### src/rtl/assert_macros.svh
// assertion macros used by the rtl top level
`ifndef ASSERT_MACROS_SVH
`define ASSERT_MACROS_SVH
`ifndef SYNTHESIS
`define RMS_ASSERT(lbl, clk, rstn, prop) \
  lbl: assert property (@(posedge clk) disable iff (!rstn) prop) else $error("assertion failed");
`define RMS_NEVER(lbl, clk, rstn, expr) \
  lbl: assert property (@(posedge clk) disable iff (!rstn) !(expr)) else $error("assertion failed");
`else
`define RMS_ASSERT(lbl, clk, rstn, prop)
`define RMS_NEVER(lbl, clk, rstn, expr)
`endif
`endif

### src/rtl/rms_ram.sv
// generic simple dual port ram with registered read
module rms_ram #(
  parameter int WIDTH = 8,
  parameter int DEPTH = 16
) (
  input  logic                                        clk_i,
  input  logic                                        we_i,
  input  logic [((DEPTH > 1) ? $clog2(DEPTH) : 1)-1:0] waddr_i,
  input  logic [WIDTH-1:0]                            wdata_i,
  input  logic                                        re_i,
  input  logic [((DEPTH > 1) ? $clog2(DEPTH) : 1)-1:0] raddr_i,
  output logic [WIDTH-1:0]                            rdata_o
);
  logic [WIDTH-1:0] mem [DEPTH];
  logic [WIDTH-1:0] rdata_q;

  always_ff @(posedge clk_i) begin
    if (we_i) begin
      mem[waddr_i] <= wdata_i;
    end
    if (re_i) begin
      rdata_q <= mem[raddr_i];
    end
  end

  assign rdata_o = rdata_q;
endmodule

### config.mk
export PLATFORM = sky130hd
export DESIGN_NAME = rms_ram
export DESIGN_NICKNAME = d
export VERILOG_FILES = /design/src/rtl/assert_macros.svh /design/src/rtl/rms_ram.sv
export SDC_FILE = /design/constraint.sdc
export NUM_CORES = 1
export LEC_CHECK = 0
export BUFFER_PORTS_ARGS = -buffer_cell sky130_fd_sc_hd__buf_4
export CORE_MARGIN = 10
export CORE_UTILIZATION = 54
export CTS_CLUSTER_SIZE = 28
export DETAILED_ROUTE_END_ITERATION = 12
export GPL_TIMING_DRIVEN = 1
export PLACE_DENSITY = 0.83
export REMOVE_ABC_BUFFERS = 1
export SLEW_MARGIN = 20
export SYNTH_ARGS = -nofsm -noshare
export SYNTH_HDL_FRONTEND = slang
export SYNTH_SLANG_ARGS = --single-unit
### constraint.sdc
create_clock -name clk_i -period 2.25 [get_ports clk_i]
set_clock_uncertainty 0.05 [all_clocks]
set_input_delay 0.675 -clock clk_i [delete_from_list [all_inputs] [get_ports clk_i]]
set_output_delay 0.675 -clock clk_i [all_outputs]
set_load 0.02 [all_outputs]
==> metrics.yaml <==
detailed_routing:
  detail-route-antenna-nets: 0
  firstDrtPassIters: 5
  wl_per_cell_um: 23.20
  vias: 2528
  drt_iter0_drc: 205
  remaining_drc_errors: 0
  vias_per_cell: 5.879
  wirelength_um: 9978
cells_and_area:
  seqCellArea_mm2: 0.004084
  final_cell_count_no_fill: 430
  syn2layout_area_growth_pct: 21.09
  nFillCells: 563
  diodes: 0
  final_common_cell: "edfxtp_1"
  final_nets: 307
  final_cell_mix: "edfxtp_1, buf_4, mux4_2"
  stdcell_area_mm2: 0.006330
  final_layout_size_suffix_gt1_share_pct: 33.55
  multi_input_area_mm2: 0.001057
outcome:
  outcome: "complete, no violations"
synthesis:
  syn_area_mm2: 0.005228
  synthMuxAreaShare_pct: 14.79
  synth_compound_area_share_pct: 2.298
  synth_seq_cells: 136
  synth_cell_types: 18
  yosys.area_share.simple_pct: 3.135
  synth_top_family_by_area: "multiplexers"
  synth_xor_area_share_pct: 0
  netlist_instances: 229
  synth-adder-area-share_pct: 0
  synth_seq_area_share_pct: 78.12
  synth-warning-count: 0
  avgSynthCellArea_um2: 22.83
clock_network:
  cts_made_buffers: 17
  cts-resized-gates: 0
  cts_buffer_depth: 2
  numClockSinks: 136
  cts_hold_buf: 0
  clk_transition_reported_paths_ns: 0.06
  postCtsSetupBuffers: 0
  htreeDepth: 4
  cts_tree: "built"
  clock_latency_ns: 0.52
  clock-root-buffer: "clkbuf_8"
global_route:
  grt_pass1_vias: 2703
  grt_first_pass_wirelength_um: 15590
  grt_usage_pct: 15.02
  antenna_found_initial: 0
  grt_max_degree: 17
  overflow: 0
sta:
  final_max_slew_viol_count: 0
  min_period_over_period_pct: 81.09
  finalHoldViolations: 0
  setup_viol: 0
  period_minus_slack_ns: 1.825
  grt_setup_unrepaired: "no"
  relSlewSlack_pct: 74.93
  worstMarginPinSlew_ns: 0.3761
  fmax_mhz: 548.1
setup_path:
  crit_type: "register to output port"
  cp_top_family: "flip-flops"
  crit_path_top_delay_cell: "edfxtp_1"
  reg2reg_to: "rdata_o[4]"
  reg2reg_slack_ns: 0.65
  cp.arrival_ns: 1.10
  worst-r2r-cell-count: 3
  cp_cell_sequence: "buf_4"
  r2r-start: "mem[10][4]"
  cp_slowest_stage_delay_ns: 0.40
  cp-start-kind: "register"
  worst-path-buf-inv: 1
  end_kind: "output port"
  path_max_fanout: 1
  required_ns: 1.52
floorplan:
  rows: 35
  fp.coreArea_mm2: 0.009328
  start_util_pct: 56.04
  ios: 27
  fp.dieArea_mm2: 0.01402
  die_h_um: 118.4
  fp.dieW_um: 118.4
pwr:
  leakagePower_nw: 2.162
  ir_drop_mv: 0.4731
  pwr_density_cell_mw_per_mm2: 939.1
placed_design:
  placed_cells: 398
  placed_area_mm2: 0.005728
  place_congestion: 0.7301
  port_buffers: 26
  dpl.hpwl_um: 6427
min_path:
  hp-class: "primary input to register"
  holdPathStages: 1
  hp-start: "re_i"
  holdPathEnd: "rdata_o[0]"
job:
  maxCapViolCount: 0
-- power by group --
group          internal [mW]  leakage, nW  switching, mW
combinational          0.138        0.639          0.161
sequential              2.85         1.24         0.0158
clock                   1.71        0.287           1.07
total                   4.70         2.16           1.24
-- worst max path at each step --
stage,from,end,depth (start not counted)
after global placement,raddr_i[0],rdata_o[5],5
after CTS,rdata_o[3],rdata_o[3],1
final,rdata_o[3],rdata_o[3],1
after detailed placement,raddr_i[0],rdata_o[4],5
after global routing,rdata_o[3],rdata_o[3],1
after floorplan,waddr_i[2],mem[0][0],2
-- cells in the mapped netlist --
library cell     instances  area (um^2)
nand3b_1                 2        15.01
buf_6                    3        33.78
and2b_1                  1        7.510
clkdlybuf4s25_2          3        30.03
nand3_1                  1        5.000
nor2b_1                  1        6.260
buf_2                    3        15.01
nor2_1                  13        48.80
nor3_1                   4        20.02
or3b_2                   1        8.760
and2_1                   1        6.260
buf_4                    1        7.510
edfxtp_1               136         4084
nand2b_1                 2        12.51
mux4_1                  14        367.9
mux4_2                  18        405.4
nand2_1                  9        33.78
a22oi_1                 16        120.1
-- registers in the layout (all words and copies together) (netlist names) --
signal and count:
mem 128, rdata_o 8
-- per-layer routing --
metal  vias up  track usage (%)  part of all wire [%]
li1       1106                -                     -
met1      1302            18.68                    42
met2       104            23.50                    50
met3        16            5.045                   6.2
met4         0            6.794                   1.7
met5         -                0                     0
-- cells by family after synthesis --
group | Yosys count
flip-flops | 136
multiplexers | 32
buffers and inverters | 10
AO/OA/AOI/OAI | 16
AND/OR/NAND/NOR | 35
-- final cells by class --
cell class / instances / area share, %
sequential: 136 / 64.52
multi-input combinational: 83 / 16.70
timing repair buffer: 50 / 6.721
clock buffer: 17 / 6.543
clock inverter: 15 / 2.965
tap: 129 / 2.550
-- through the flow --
step	hold slack [ns]	worst slack [ns]	TNS [ns]	total power [mW]	util (%)
6_report	0.4014	0.4255	0	5.944	67.86
5_1_grt	0.3812	0.3843	0	6.125	67.86
4_1_cts	0.3764	0.4035	0	5.996	67.86
3_5_place_dp	0.6944	-0.03195	-0.03195	3.225	61.41
3_3_place_gp	0.6876	0.01910	0	3.212	61.41
2_1_floorplan	0.6548	0.03213	0	3.048	-
Power figures use the tool's default switching activity.
